`config.mk`:
```
export PLATFORM = sky130hd
export DESIGN_NAME = cpd_queue
export DESIGN_NICKNAME = d
export VERILOG_FILES = /design/src/design/cpd_pkg.sv /design/src/design/cpd_queue.sv
export SDC_FILE = /design/constraint.sdc
export NUM_CORES = 1
export LEC_CHECK = 0
export ABC_AREA = 0
export BUFFER_PORTS_ARGS = -buffer_cell sky130_fd_sc_hd__buf_4
export CORE_ASPECT_RATIO = 2
export CORE_MARGIN = 2
export CORE_UTILIZATION = 51
export DETAILED_ROUTE_END_ITERATION = 16
export GPL_TIMING_DRIVEN = 0
export MAX_ROUTING_LAYER = met4
export PLACE_DENSITY = 0.75
export REMOVE_ABC_BUFFERS = 1
export SLEW_MARGIN = 20
export SYNTH_ARGS = -nofsm -noshare
export SYNTH_HDL_FRONTEND = slang
export SYNTH_SLANG_ARGS = --single-unit
```
`constraint.sdc`:
```
create_clock -name clk -period 4.1 [get_ports clk]
set_clock_uncertainty 0.2 [all_clocks]
set_input_delay 0.205 -clock clk [delete_from_list [all_inputs] [get_ports clk]]
set_output_delay 0.205 -clock clk [all_outputs]
set_load 0.01 [all_outputs]
```
`src/design/cpd_pkg.sv`:
```
// Shared types, constants and fixed-point helpers of the camera point projection block.
// Depends on nothing; every other file of the block imports it.
`default_nettype none
package cpd_pkg;

	// image and depth scaling
	localparam int IMG_WIDTH   = 640;
	localparam int IMG_HEIGHT  = 480;
	localparam int DEPTH_SCALE = 1000;
	localparam int DS_W        = $clog2(DEPTH_SCALE + 1);
	localparam int DPROD_W     = 31 + DS_W + 1;

	// fixed point
	localparam int FRAC = 28;
	localparam logic signed [63:0] LIM     = 64'sh3FFF_FFFF_FFFF_FFFF;
	localparam logic signed [63:0] NLIM    = -LIM;
	localparam logic signed [64:0] LIM65   = 65'sh0_3FFF_FFFF_FFFF_FFFF;
	localparam logic signed [64:0] NLIM65  = -LIM65;
	localparam logic signed [63:0] ONE_Q28 = 64'sh0000_0000_1000_0000;
	localparam int COL_W = 48;

	// divider: 61 quotient bits, 32-bit divisor
	localparam int DIV_N_W  = 61;
	localparam int DIV_D_W  = 32;
	localparam int DIV_BITS = DIV_N_W;
	localparam int DIV_LAT  = DIV_BITS + 2;

	// multiplier latency
	localparam int MUL_LAT = 5;

	// back-end schedule, cycles after the item sits in the first back register
	localparam int T_A   = DIV_LAT;
	localparam int T_C   = T_A + MUL_LAT + 1;
	localparam int T_D   = T_C + MUL_LAT;
	localparam int T_E   = T_D + MUL_LAT;
	localparam int T_F   = T_E + MUL_LAT;
	localparam int T_G   = T_F + 2;
	localparam int T_H   = T_G + MUL_LAT;
	localparam int T_I   = T_H + 2 + MUL_LAT;
	localparam int T_COL = T_I + 2;

	localparam int XN_DLY   = T_G - T_A;
	localparam int R2_DLY   = T_D - T_C;
	localparam int K1R2_DLY = T_F - T_D;
	localparam int K2R4_DLY = T_F - T_E;
	localparam int XY2_DLY  = T_G - T_C;
	localparam int TX2_DLY  = T_G - T_C - 1;
	localparam int META_DLY = T_COL;

	localparam int QDEPTH = 4;
	localparam int QPTR_W = $clog2(QDEPTH);

	localparam int CFG_IDX_W = 3;
	typedef enum logic [CFG_IDX_W-1:0] {
		REG_FOCAL_X, REG_FOCAL_Y, REG_CENTER_X, REG_CENTER_Y,
		REG_RADIAL_K1, REG_RADIAL_K2, REG_RADIAL_K3, REG_TANGENTIAL
	} cfg_reg_t;

	typedef struct packed {
		logic signed [31:0] point_x;
		logic signed [31:0] point_y;
		logic signed [31:0] point_z;
	} in_item_t;

	typedef struct packed {
		logic signed [15:0] pixel_col;
		logic signed [15:0] pixel_row;
		logic [15:0]        depth_code;
		logic               in_view;
	} out_item_t;

	typedef struct packed {
		logic [31:0]        focal_x;
		logic [31:0]        focal_y;
		logic [31:0]        center_x;
		logic [31:0]        center_y;
		logic signed [31:0] radial_k1;
		logic signed [31:0] radial_k2;
		logic signed [31:0] radial_k3;
		logic [63:0]        tangential_pair;
	} cfg_t;

	typedef struct packed {
		logic signed [31:0] x;
		logic signed [31:0] y;
		logic signed [31:0] z;
		logic               zpos;
		logic [15:0]        depth;
	} qent_t;

	typedef struct packed {
		logic        zpos;
		logic [15:0] depth;
	} meta_t;

	function automatic logic signed [63:0] sat_add(input logic signed [63:0] a,
	                                               input logic signed [63:0] b);
		logic signed [64:0] s;
		s = 65'(a) + 65'(b);
		if (s > LIM65) return LIM;
		if (s < NLIM65) return NLIM;
		return s[63:0];
	endfunction

	// Q.16 to integer, half away from zero
	function automatic logic signed [COL_W-1:0] round_q16(input logic signed [63:0] v);
		logic [62:0] mag;
		logic [63:0] t;
		logic [COL_W-1:0] m;
		mag = v[63] ? 63'(-v) : v[62:0];
		t = {1'b0, mag} + 64'h8000;
		m = t[63:16];
		return v[63] ? -signed'(m) : signed'(m);
	endfunction

	function automatic logic signed [15:0] sat16(input logic signed [COL_W-1:0] c);
		if (c > $signed(COL_W'(32767))) return 16'sh7FFF;
		if (c < $signed(-COL_W'(32768))) return 16'sh8000;
		return c[15:0];
	endfunction

endpackage
`default_nettype wire

```
`src/design/cpd_queue.sv`:
```
// Short flop-based FIFO between the front and the back of the projection block.
// Uses cpd_pkg for the entry type and depth.
`default_nettype none
module cpd_queue (
	input  logic           clk,
	input  logic           arst_n,
	input  logic           push,
	input  cpd_pkg::qent_t push_data,
	output logic           full,
	input  logic           pop,
	output logic           nonempty,
	output cpd_pkg::qent_t pop_data
);
	import cpd_pkg::*;

	qent_t             mem_q [QDEPTH];
	logic [QPTR_W-1:0] wr_q, rd_q;
	logic [QPTR_W:0]   cnt_q;

	assign full     = (cnt_q == (QPTR_W+1)'(QDEPTH));
	assign nonempty = (cnt_q != '0);
	assign pop_data = mem_q[rd_q];

	always_ff @(posedge clk or negedge arst_n) begin
		if (!arst_n) begin
			wr_q  <= '0;
			rd_q  <= '0;
			cnt_q <= '0;
		end else begin
			if (push) wr_q <= wr_q + 1'b1;
			if (pop) rd_q <= rd_q + 1'b1;
			if (push && !pop) cnt_q <= cnt_q + 1'b1;
			else if (pop && !push) cnt_q <= cnt_q - 1'b1;
		end
	end

	always_ff @(posedge clk) begin
		if (push) mem_q[wr_q] <= push_data;
	end

endmodule
`default_nettype wire

```
# Yosys cells after proc, flatten, opt, wreduce, memory -nomap -nowiden
# Memory sizes are Yosys's and may differ from the RTL's.
# Cells that the tools add are included.
[word_totals] n_memories=1 mem_bits_rw=452 ff_bits=7 in_bits=117 output_inout_bits=115
[op_classes] eq_ne=1 muxes=4 add_sub_neg=4 reduce_logical=6
[mem_list] memory="mem_q" depth=4 word_bits=113 rd=1 rd_clocked_by_memory_dff=0 wr=1 line_no="cpd_queue.sv:16" rtl="qent_t mem_q [QDEPTH];"
[ops] cell="$mux 3" count=2
[ops] cell="$add 2x1->2 const B" count=2
[ops] cell="$add 3x1->3 const B" count=1
[ops] cell="$eq 3x3->1 const B" count=1
[ops] cell="$reduce_bool 3->1" count=1
[ops] cell="$sub 3x1->3 const B" count=1
[ops] cell="$logic_and 1x1->1" count=2
[ops] cell="$logic_not 1->1" count=2
[ops] cell="$mux 1" count=2
[ops] cell="$reduce_bool 2->1" count=1

# Logic depth before layout (Yosys ltp)
[logic_depth] ltp_word=4 ltp_mapped=7

# Least setup slack after synthesis
# Ideal clock, no wire load.
[synth_path] kind="register to register" startpoint="reg wr_q[0]" endpoint="mem mem_q[2][0] (netlist bit), enable pin" n_path_buf=0 required_time_ps=3415 slack_ps=198 path_stages_with_launch=4 t_arrival_ps=3217 path_cell_list="dfrtp_1 inv_1 ha_1 and2_1"
[synth_lines] element="start, declared" line_no="cpd_queue.sv:17" rtl="logic [QPTR_W-1:0] wr_q, rd_q;"
[synth_lines] element="start signal, assigned" line_no="cpd_queue.sv:30" rtl="if (push) wr_q <= wr_q + 1'b1;"
[synth_lines] element="end, declared" line_no="cpd_queue.sv:16"
# No word-level cell before the write port.

==> metrics.yaml <==
power_and_ir_drop:
  switching_share_pct: 27.74
  power_density_nw_per_um2: 686.9
  p_leak_nw: 7.463
  p_clk_share_pct: 24.8
  power_switching_mw: 4.127
  sequentialPowerShare_pct: 43.4
  ir_drop_mv: 0.5149
  intPower_mw: 10.75
  p_comb_share_pct: 31.8
clock_tree:
  cts.path.max_buffers: 3
  cts_setup_buffers: 0
  cts_sinks: 459
  clock_latency_ns: 0.54
  ctsHtreeMaxLevel: 2
  cts_buffers: 39
  cts_tree: "built"
  path_clk_slew_ns: 0.07
  cts_resized: 0
  cts_root_buffer: "clkbuf_16"
  postCtsHoldBufs: 117
critical_path:
  cp-endpoint: "pop_data[85]"
  endpoint_kind: "primary output"
  r2r_start: "wr_q[0]"
  r2r_slack_ns: 1.97
  criticalPathCategory: "register to primary output"
  cp-start-kind: "register"
  cp-startpoint: "rd_q[0]"
  worstRegToRegCells: 4
  rr_endpoint: "mem_q[0][23]"
  required_ns: 3.69
  worstPathArrival_ns: 2.54
  crit_path_max_fanout: 32
drt:
  first_pass_iters: 4
  vias: 7850
  wl_per_cell_um: 22.50
  remaining_drc_errors: 0
  ant_nets: 0
  detail_route.wirelength_mm: 32.90
  viasPerCell: 5.369
  initialDrtViolationCount: 462
global_routing:
  grt-ovfl-total: 0
  track_usage_pct: 20.29
  grt_max_degree: 44
  grt_pass1_vias: 8634
  antenna_found_initial: 2
  grt_pass1_wl_mm: 50.25
cells_and_area:
  final_area_um2: 21650
  area_growth_syn_to_layout_pct: 29.80
  fillers: 1978
  layout-drive-gt1-share_pct: 40.66
  final_net_count: 1128
place:
  dp_slack_ns: 1.628
  portBuffers: 231
  place.gp.congestion: 0.7029
  placed_cell_area_um2: 19200
  dp.final_hpwl_mm: 20.36
sta:
  relSlewSlack_pct: 56.40
  fin_crit_ns: 2.949
  min_period_over_period_pct: 71.92
  worst_slack_ns: 1.151
  setup_viol: 0
  rsz0062_at_grt: "false"
  maxSlewViolCount: 0
  worstMarginPinSlew_ns: 0.6540
  hold_viol: 0
  max_freq_ghz: 0.3391
yosys:
  synth_most_common_cell: "edfxtp_1"
  synth.top_cell.area_share_pct: 81.37
  yosysTopAreaCell: "edfxtp_1"
  ys.flop_type: "edfxtp_1"
  synth-edff-count: 452
  yosys.cell_types.count: 19
  synth_seq_cells: 459
  syn_area_um2: 16680
  synthArstFlopShare_pct: 1.525
  ys_warn_count: 0
  syn_area_per_cell_um2: 26.69
  synth.cells.most_frequent: "452 x edfxtp_1, 113 x mux4_2, 14 x buf_2"
  ys_seq_area_share_pct: 82.42
  netlist_instances: 625
  synthTopCellsByArea: "edfxtp_1 81%, mux4_2 15%, dfrtp_1 1.1%"
floorplan:
  core-area_um2: 32230
  die_h_um: 259.8
  die-width_um: 131.9
  rows: 93
  ioPinCount: 232
  initial_core_util_pct: 51.75
  die_area_um2: 34260
outcome:
  status: "finished, final reports clean"
hold_path:
  hp-class: "input pin to register"
  hold_path_depth: 2
flow_run:
  maxCapViolCount: 0
critical path, cell delays in order, from the launching register on:
cell and delay, ns:
dfrtp_4 0.70, buf_12 0.26, buf_16 0.27, mux4_2 0.56, buf_4 0.16
flip-flops by register name, indices dropped and copies added (netlist names):
name	flops
mem_q	452
cnt_q	3
wr_q	2
rd_q	2
layout make-up:
type	instances	area, µm²	share of cell area, %
Multi-Input combinational cell	136	2756	12.73
Timing Repair Buffer	365	3306	15.27
Sequential cell	459	13760	63.53
Tap cell	427	534.3	2.467
Antenna cell	2	5.005	0.02311
Inverter	4	15.01	0.06934
Clock buffer	46	1045	4.825
Clock inverter	23	235.2	1.086
worst min path at each step:
stage / startpoint / to / slack (ns)
after global routing: push_data[63] / mem_q[0][63] / 0.20
after CTS: pop / rd_q[0] / 0.17
after floorplan: arst_n / cnt_q[0] / -0.29
final: push_data[69] / mem_q[0][69] / 0.21
after global placement: arst_n / wr_q[1] / -0.18
after detailed placement: arst_n / cnt_q[2] / -0.18
metal layers:
metal / vias to the layer above / global-route usage, % / routed length, µm
met4: 0 / 10.60 / 1793
met3: 85 / 3.333 / 1326
li1: 3462 / - / -
met1: 4083 / 21.98 / 11580
met5: - / - / 0
met2: 220 / 35.78 / 18200
metrics by stage:
step,instances,TNS (ns),hold slack [ns],utilization (%),total power [mW]
after floorplan,599,-160.56,-0.2906,-,9.234
after global placement,1257,-1312.99,-0.1773,58.26,10.87
after detailed placement,1274,0,-0.1765,59.56,11.29
after CTS,1460,0,0.1732,67.16,15.11
after global routing,1462,0,0.1952,67.18,15.51
final,1462,0,0.2073,67.18,14.87
power by group through the flow:
stage	Clock [mW]	Combinational, mW	Sequential, mW
floorplan	0	2.39	6.84
global placement	0	3.82	7.06
detailed placement	0	4.73	6.57
CTS	3.79	4.85	6.47
global route	3.93	5.04	6.54
finish	3.69	4.73	6.46
cell usage in the layout, fill, tap and decap left out:
cell,Yosys,layout
clkbuf_16,0,41
xor2_1,4,4
dfrtp_1,7,5
dlygate4sd3_1,0,117
nor3b_1,1,1
inv_1,4,4
buf_12,0,9
dfrtp_4,0,2
mux4_2,113,113
and2_4,0,4
buf_16,0,8
mux2_2,1,1
edfxtp_1,452,452
xnor2_1,2,2
clkinv_2,0,3
clkbuf_1,4,5
nand2_1,2,2
clkinv_4,0,1
inv_6,0,1
nor2_1,1,1
ha_1,5,5
or3_1,1,1
buf_4,1,231
bufinv_16,0,5
diode_2,0,2
clkinv_1,0,12
o21ai_0,1,1
fa_1,1,1
clkinvlp_4,0,1
kinds of logic after synthesis:
logic type	count (synthesis)	share of synthesized area, %
flops	459	82.42
mux	114	15.32
buf+inv	30	1.118
simple gates	9	0.3000
xor+xnor	6	0.3150
fa+ha+maj	6	0.4951
compound gates	1	0.02997
No activity file was read; power rests on OpenSTA's default activity.
