File: src/design/cpd_pkg.sv
// Shared types, constants and fixed-point helpers of the camera point projection block.
// Depends on nothing; every other file of the block imports it.
`default_nettype none
package cpd_pkg;

	// image and depth scaling
	localparam int IMG_WIDTH   = 640;
	localparam int IMG_HEIGHT  = 480;
	localparam int DEPTH_SCALE = 1000;
	localparam int DS_W        = $clog2(DEPTH_SCALE + 1);
	localparam int DPROD_W     = 31 + DS_W + 1;

	// fixed point
	localparam int FRAC = 28;
	localparam logic signed [63:0] LIM     = 64'sh3FFF_FFFF_FFFF_FFFF;
	localparam logic signed [63:0] NLIM    = -LIM;
	localparam logic signed [64:0] LIM65   = 65'sh0_3FFF_FFFF_FFFF_FFFF;
	localparam logic signed [64:0] NLIM65  = -LIM65;
	localparam logic signed [63:0] ONE_Q28 = 64'sh0000_0000_1000_0000;
	localparam int COL_W = 48;

	// divider: 61 quotient bits, 32-bit divisor
	localparam int DIV_N_W  = 61;
	localparam int DIV_D_W  = 32;
	localparam int DIV_BITS = DIV_N_W;
	localparam int DIV_LAT  = DIV_BITS + 2;

	// multiplier latency
	localparam int MUL_LAT = 5;

	// back-end schedule, cycles after the item sits in the first back register
	localparam int T_A   = DIV_LAT;
	localparam int T_C   = T_A + MUL_LAT + 1;
	localparam int T_D   = T_C + MUL_LAT;
	localparam int T_E   = T_D + MUL_LAT;
	localparam int T_F   = T_E + MUL_LAT;
	localparam int T_G   = T_F + 2;
	localparam int T_H   = T_G + MUL_LAT;
	localparam int T_I   = T_H + 2 + MUL_LAT;
	localparam int T_COL = T_I + 2;

	localparam int XN_DLY   = T_G - T_A;
	localparam int R2_DLY   = T_D - T_C;
	localparam int K1R2_DLY = T_F - T_D;
	localparam int K2R4_DLY = T_F - T_E;
	localparam int XY2_DLY  = T_G - T_C;
	localparam int TX2_DLY  = T_G - T_C - 1;
	localparam int META_DLY = T_COL;

	localparam int QDEPTH = 4;
	localparam int QPTR_W = $clog2(QDEPTH);

	localparam int CFG_IDX_W = 3;
	typedef enum logic [CFG_IDX_W-1:0] {
		REG_FOCAL_X, REG_FOCAL_Y, REG_CENTER_X, REG_CENTER_Y,
		REG_RADIAL_K1, REG_RADIAL_K2, REG_RADIAL_K3, REG_TANGENTIAL
	} cfg_reg_t;

	typedef struct packed {
		logic signed [31:0] point_x;
		logic signed [31:0] point_y;
		logic signed [31:0] point_z;
	} in_item_t;

	typedef struct packed {
		logic signed [15:0] pixel_col;
		logic signed [15:0] pixel_row;
		logic [15:0]        depth_code;
		logic               in_view;
	} out_item_t;

	typedef struct packed {
		logic [31:0]        focal_x;
		logic [31:0]        focal_y;
		logic [31:0]        center_x;
		logic [31:0]        center_y;
		logic signed [31:0] radial_k1;
		logic signed [31:0] radial_k2;
		logic signed [31:0] radial_k3;
		logic [63:0]        tangential_pair;
	} cfg_t;

	typedef struct packed {
		logic signed [31:0] x;
		logic signed [31:0] y;
		logic signed [31:0] z;
		logic               zpos;
		logic [15:0]        depth;
	} qent_t;

	typedef struct packed {
		logic        zpos;
		logic [15:0] depth;
	} meta_t;

	function automatic logic signed [63:0] sat_add(input logic signed [63:0] a,
	                                               input logic signed [63:0] b);
		logic signed [64:0] s;
		s = 65'(a) + 65'(b);
		if (s > LIM65) return LIM;
		if (s < NLIM65) return NLIM;
		return s[63:0];
	endfunction

	// Q.16 to integer, half away from zero
	function automatic logic signed [COL_W-1:0] round_q16(input logic signed [63:0] v);
		logic [62:0] mag;
		logic [63:0] t;
		logic [COL_W-1:0] m;
		mag = v[63] ? 63'(-v) : v[62:0];
		t = {1'b0, mag} + 64'h8000;
		m = t[63:16];
		return v[63] ? -signed'(m) : signed'(m);
	endfunction

	function automatic logic signed [15:0] sat16(input logic signed [COL_W-1:0] c);
		if (c > $signed(COL_W'(32767))) return 16'sh7FFF;
		if (c < $signed(-COL_W'(32768))) return 16'sh8000;
		return c[15:0];
	endfunction

endpackage
`default_nettype wire

File: src/design/cpd_front.sv
// Front end: takes input items, classifies the depth sign and forms the depth code.
// Feeds cpd_queue; uses cpd_pkg.
`default_nettype none
module cpd_front (
	input  logic              clk,
	input  logic              arst_n,
	input  logic              in_valid,
	output logic              in_stall,
	input  cpd_pkg::in_item_t in_item,
	input  logic              q_full,
	output logic              push,
	output cpd_pkg::qent_t    push_data
);
	import cpd_pkg::*;

	logic               f_valid_q;
	qent_t              f_data_q;
	qent_t              cls;
	logic               accept;
	logic [DPROD_W-1:0] dprod;
	logic [DPROD_W-17:0] dq;

	assign push      = f_valid_q && !q_full;
	assign in_stall  = f_valid_q && q_full;
	assign accept    = in_valid && !in_stall;
	assign push_data = f_data_q;

	always_comb begin
		dprod = DPROD_W'(in_item.point_z[30:0]) * DPROD_W'(DEPTH_SCALE) + DPROD_W'(17'h8000);
		dq    = dprod[DPROD_W-1:16];
		cls.x    = in_item.point_x;
		cls.y    = in_item.point_y;
		cls.z    = in_item.point_z;
		cls.zpos = (in_item.point_z > 32'sd0);
		if (!cls.zpos) cls.depth = '0;
		else if (dq > (DPROD_W-16)'(16'hFFFF)) cls.depth = 16'hFFFF;
		else cls.depth = dq[15:0];
	end

	always_ff @(posedge clk or negedge arst_n) begin
		if (!arst_n) f_valid_q <= 1'b0;
		else if (accept) f_valid_q <= 1'b1;
		else if (push) f_valid_q <= 1'b0;
	end

	always_ff @(posedge clk) begin
		if (accept) f_data_q <= cls;
	end

endmodule
`default_nettype wire

File: config.mk
export PLATFORM = sky130hd
export DESIGN_NAME = cpd_front
export DESIGN_NICKNAME = d
export VERILOG_FILES = /design/src/design/cpd_pkg.sv /design/src/design/cpd_front.sv
export SDC_FILE = /design/constraint.sdc
export NUM_CORES = 1
export LEC_CHECK = 0
export ABC_AREA = 1
export BUFFER_PORTS_ARGS = -buffer_cell sky130_fd_sc_hd__buf_2
export CORE_MARGIN = 4
export CORE_UTILIZATION = 45
export DETAILED_ROUTE_END_ITERATION = 10
export PLACE_DENSITY = 0.69
export SKIP_LAST_GASP = 1
export SLEW_MARGIN = 20
export SYNTH_ARGS = -nofsm -noshare
export SYNTH_HDL_FRONTEND = slang
export SYNTH_SLANG_ARGS = --single-unit
File: constraint.sdc
create_clock -name clk -period 5.8 [get_ports clk]
set_input_delay 0.29 -clock clk [delete_from_list [all_inputs] [get_ports clk]]
set_output_delay 0.29 -clock clk [all_outputs]
set_load 0.1 [all_outputs]
; Word-level counts from Yosys, hierarchy flattened
; Cells that the tools add are included.
[op_classes]
n_reduce_logical = 6
magnitude_cmp = 2
add_sub_neg = 1
n_mux = 3
n_mul = 1
[op_table]
columns = operator, count
row1 = adder 41 x 16 -> 42 bit (second input constant), 1
row2 = multiplier 31 x 7 -> 38 bit (second input constant), 1
row3 = > comparator 32 x 1 -> 1 bit (second input constant), 1
row4 = > comparator 26 x 16 -> 1 bit (second input constant), 1
row5 = two-way mux 16 bit, 1
row6 = logical AND 1 bit, 3
row7 = zero test 1 bit, 2
row8 = two-way mux 1 bit, 2
row9 = nonzero test 2 bit, 1
[totals]
reg_bits = 114
output_inout_bits = 115
elab_cells = 19

; Longest topological paths before layout
[logic_depth]
depth_word = 4
mapped_depth = 33

; Least setup slack after synthesis
; Ideal clock, no wire load.
[synth_timing]
path_type = flip-flop to flip-flop
start = register f_valid_q
end = register f_data_q (netlist bit push_data[0]) (enable)
n_path_buf = 0
stages_incl_launch_ff = 4
setup_ps = 586
path_slack_ps = -471
period_less_slack_ps = 6271
arrival_ps = 5686
path_cell_list = dfrtp_1 nand2_1 inv_1 nor2_1
[synth_between]
elab_chain_cells = 3
[synth_lines]
columns = item, line_no
row1 = "start, declared", cpd_front.sv:16  ; logic f_valid_q;
row2 = "start signal, assigned", cpd_front.sv:41  ; if (!arst_n) f_valid_q <= 1'b0;
row3 = "start signal, assigned", cpd_front.sv:42  ; else if (accept) f_valid_q <= 1'b1;
row4 = "start signal, assigned", cpd_front.sv:43  ; else if (push) f_valid_q <= 1'b0;
row5 = logical AND 1 bit, cpd_front.sv:24  ; assign in_stall = f_valid_q && q_full;
row6 = via in_stall, cpd_front.sv:8  ; output logic in_stall,
row7 = zero test 1 bit, cpd_front.sv:25  ; assign accept = in_valid && !in_stall;
row8 = logical AND 1 bit, cpd_front.sv:25
row9 = via accept, cpd_front.sv:19  ; logic accept;
row10 = "end signal, assigned", cpd_front.sv:47  ; if (accept) f_data_q <= cls;
row11 = "end, declared", cpd_front.sv:17  ; qent_t f_data_q;
; The timed path passes the listed nets, and every way through them passes these cells.
; A chain may end at the register's enable or synchronous reset.

; Worst setup path after layout
[layout_timing]
start = input in_item[5] (netlist name)
end = register f_data_q (netlist bit push_data[9]), data pin
[layout_between]
elab_chain_cells = 4
elab_cells_between_ends = 5
[layout_lines]
columns = item, line_no
row1 = "start, declared", cpd_front.sv:9  ; input cpd_pkg::in_item_t in_item,
row2 = multiplier 31 x 7 -> 38 bit, cpd_front.sv:29  ; dprod = DPROD_W'(in_item.point_z[30:0]) * DPROD_W'(DEPTH_SCALE) + DPROD_W'(17'h8000);
row3 = adder 41 x 16 -> 42 bit, cpd_front.sv:29
row4 = > comparator 26 x 16 -> 1 bit, cpd_front.sv:36  ; else if (dq > (DPROD_W-16)'(16'hFFFF)) cls.depth = 16'hFFFF;
row5 = two-way mux 16 bit, cpd_front.sv:36
; Parallel ways exist; a longest one is shown, timed or not.

==> flow_summary.yaml <==
status:
  status: "finished, final reports clean"
synthesis:
  yosysSeqAreaShare_pct: 29.9
  yosysWarnings: 0
  synth_area_mm2: 0.0114
  ys_async_sr_fraction_pct: 0.877
  synth_cell_type_count: 35
  syn_avg_cell_area_um2: 8.83
  synthCells: 1292
  synth_edf_count: 113
  syn_nets: 1602
  ys_ff_latch: 114
  synth_ff_type: "edfxtp_1"
critical_path:
  cp_max_fo: 9
  required_ns: 5.98
  critical_path_buf_inv_count: 6
  worst_path_max_delay_cell: "fa_1"
  startpoint_type: "input port"
  cp_slowest_stage_delay_ns: 0.53
  path_class: "in -> reg"
  cp_data_arrival_time_ns: 5.54
  critical_path.endpoint_type: "flop"
  critPathTopFamily: "adder cells"
detailed_routing:
  dr.pass1.iters: 7
  viasPerCell: 4.83
  drc: 0
  drt_first_iter_violations: 540
  wl_per_cell_um: 14.8
  wirelength_um: 27900
  via_count: 9120
  drtAntennaViolNets: 0
clock_tree:
  cts_made_buffers: 17
  clkSinkCount: 114
  clk_latency_ns: 0.43
  clkTransAtPathRegs_ns: 0.07
  ctsHtreeMaxLevel: 4
  cts_tree: "yes"
  clock_path_buffers: 2
  cts-root-buf: "clkbuf_16"
sta:
  max_freq_mhz: 187
  final-setup-viol-count: 0
  layout_setup_ws_ns: 0.440
  fin_crit_ns: 5.36
  worstMarginPinSlew_ns: 0.799
  finalCritPeriodShare_pct: 92.4
  relSlewSlack_pct: 46.2
  slew_viol_final: 0
  finalHoldViolCount: 0
  skew_ns: 0.0108
place:
  dp_hpwl_um: 23200
  portBuffers: 214
  place.gp.congestion: 0.944
  post-place-ws_ns: -0.00138
grt:
  grt_max_degree: 66
  grt_use_total_pct: 20.4
  grt-ovfl-total: 0
  antenna_found_initial: 0
  grt_pass1_wl_um: 46200
  grt_pass1_vias: 9405
floorplan:
  fp-row-count: 58
  die_w_um: 167
  dieArea_mm2: 0.0280
  design.core.area_mm2: 0.0250
  io_pins: 215
  start_util_pct: 45.6
  die_y_um: 167
layout:
  areaGrowthSynthToFinish_pct: 20.0
  antennaDiodeCount: 0
  nNetsFinal: 1855
  drive_gt1_share_pct: 26.8
run:
  max_cap_violations: 0
worst_hold_path:
  hold_class: "in -> reg"
-- layout make-up --
cell class | instances | area, µm²
multi-input combinational | 862 | 6790
tap | 330 | 413
timing repair buffer | 237 | 1280
clock buffer | 17 | 425
sequential | 114 | 3420
inverter | 313 | 1180
clock inverter | 15 | 184
fill | 2249 | 11300
-- worst paths after layout --
| kind | startpoint | slack [ns] | to | cells after the start |
|---|---|---|---|---|
| worst max-delay path | in_item[5] | 0.44 | push_data[9]$_SDFFCE_PN0P_ | 29 |
| worst min-delay path | in_item[63] | 0.04 | push_data[80]$_DFFE_PP_ | 1 |
| worst max register to register | f_valid_q$_DFFE_PN0P_ | 4.12 | push_data[34]$_DFFE_PP_ | 4 |
| worst min register to register | f_valid_q$_DFFE_PN0P_ | 0.51 | f_valid_q$_DFFE_PN0P_ | 2 |
| max in group asynchronous | arst_n | 5.54 | f_valid_q$_DFFE_PN0P_ | 2 |
| min in group asynchronous | arst_n | 0.18 | f_valid_q$_DFFE_PN0P_ | 2 |
-- stage by stage --
step / cell area (µm²) / setup TNS, ns / std cells / utilization [%] / hold WS [ns]
floorplan: 11400 / 0 / 1292 / - / -0.00559
global placement: 13000 / 0 / 1850 / 51.9 / 0.0659
detailed placement: 13000 / -0.00138 / 1850 / 51.9 / 0.0659
CTS: 13600 / 0 / 1883 / 54.4 / 0.0232
global route: 13700 / -0.00531 / 1888 / 54.7 / 0.0233
finish: 13700 / 0 / 1888 / 54.7 / 0.0385
-- cells in the final DEF (no fill, tap or decap), types with 14 or more instances in the layout --
cell type,n
a21oi_1,14
buf_2,214
buf_4,19
clkbuf_16,17
edfxtp_1,113
fa_1,113
ha_1,96
inv_1,280
inv_2,30
nand2_1,324
nand2_2,35
nand3_1,76
nand3_2,18
nand4_1,21
nor2_1,64
nor2_2,21
nor2_4,18
-- logic make-up (layout without fill, tap and decap cells) --
kind of cell    Yosys count  after routing  share of synthesized area (%)
simple gates            600            600                           25.8
buf+inv                 316            582                           10.6
fa+ha+maj               210            210                           30.5
flops                   114            114                           29.9
compound gates           38             38                           2.13
xor+xnor                 14             14                           1.07
-- cell usage after synthesis, types with 18 or more instances --
master / n / area share (%)
nand3_1: 76 / 3.3
nand2_1: 324 / 11
ha_1: 97 / 11
edfxtp_1: 113 / 30
nor2_2: 20 / 1.1
nand2_2: 35 / 1.9
nand3_2: 18 / 1.6
inv_1: 281 / 9.2
nand4_1: 21 / 1.2
inv_2: 30 / 0.99
nor2_1: 66 / 2.2
fa_1: 113 / 20
-- sequential cells by signal, summed over array words and instances, names as in the netlist --
signal	flops
f_valid_q	1
push_data	113
-- per-layer routing --
| layer | vias to the layer above | part of all wire (%) | global-route usage (%) |
|---|---|---|---|
| li1 | 4487 | - | - |
| met1 | 4321 | 42 | 25.2 |
| met2 | 267 | 50 | 36.6 |
| met3 | 45 | 5.4 | 3.61 |
| met4 | 0 | 2.4 | 6.07 |
| met5 | - | 0 | 0 |
-- what timing repair did --
item                                    CTS  global route
gates resized for setup                   0             2
hold buffers                              1             0
hold endpoints to repair                  1             0
endpoints found under the setup margin    0            14
buffers inserted                          0             5
Power is not shown: default switching activity piles up to over one toggle a cycle in this logic, so the estimate is an artifact.
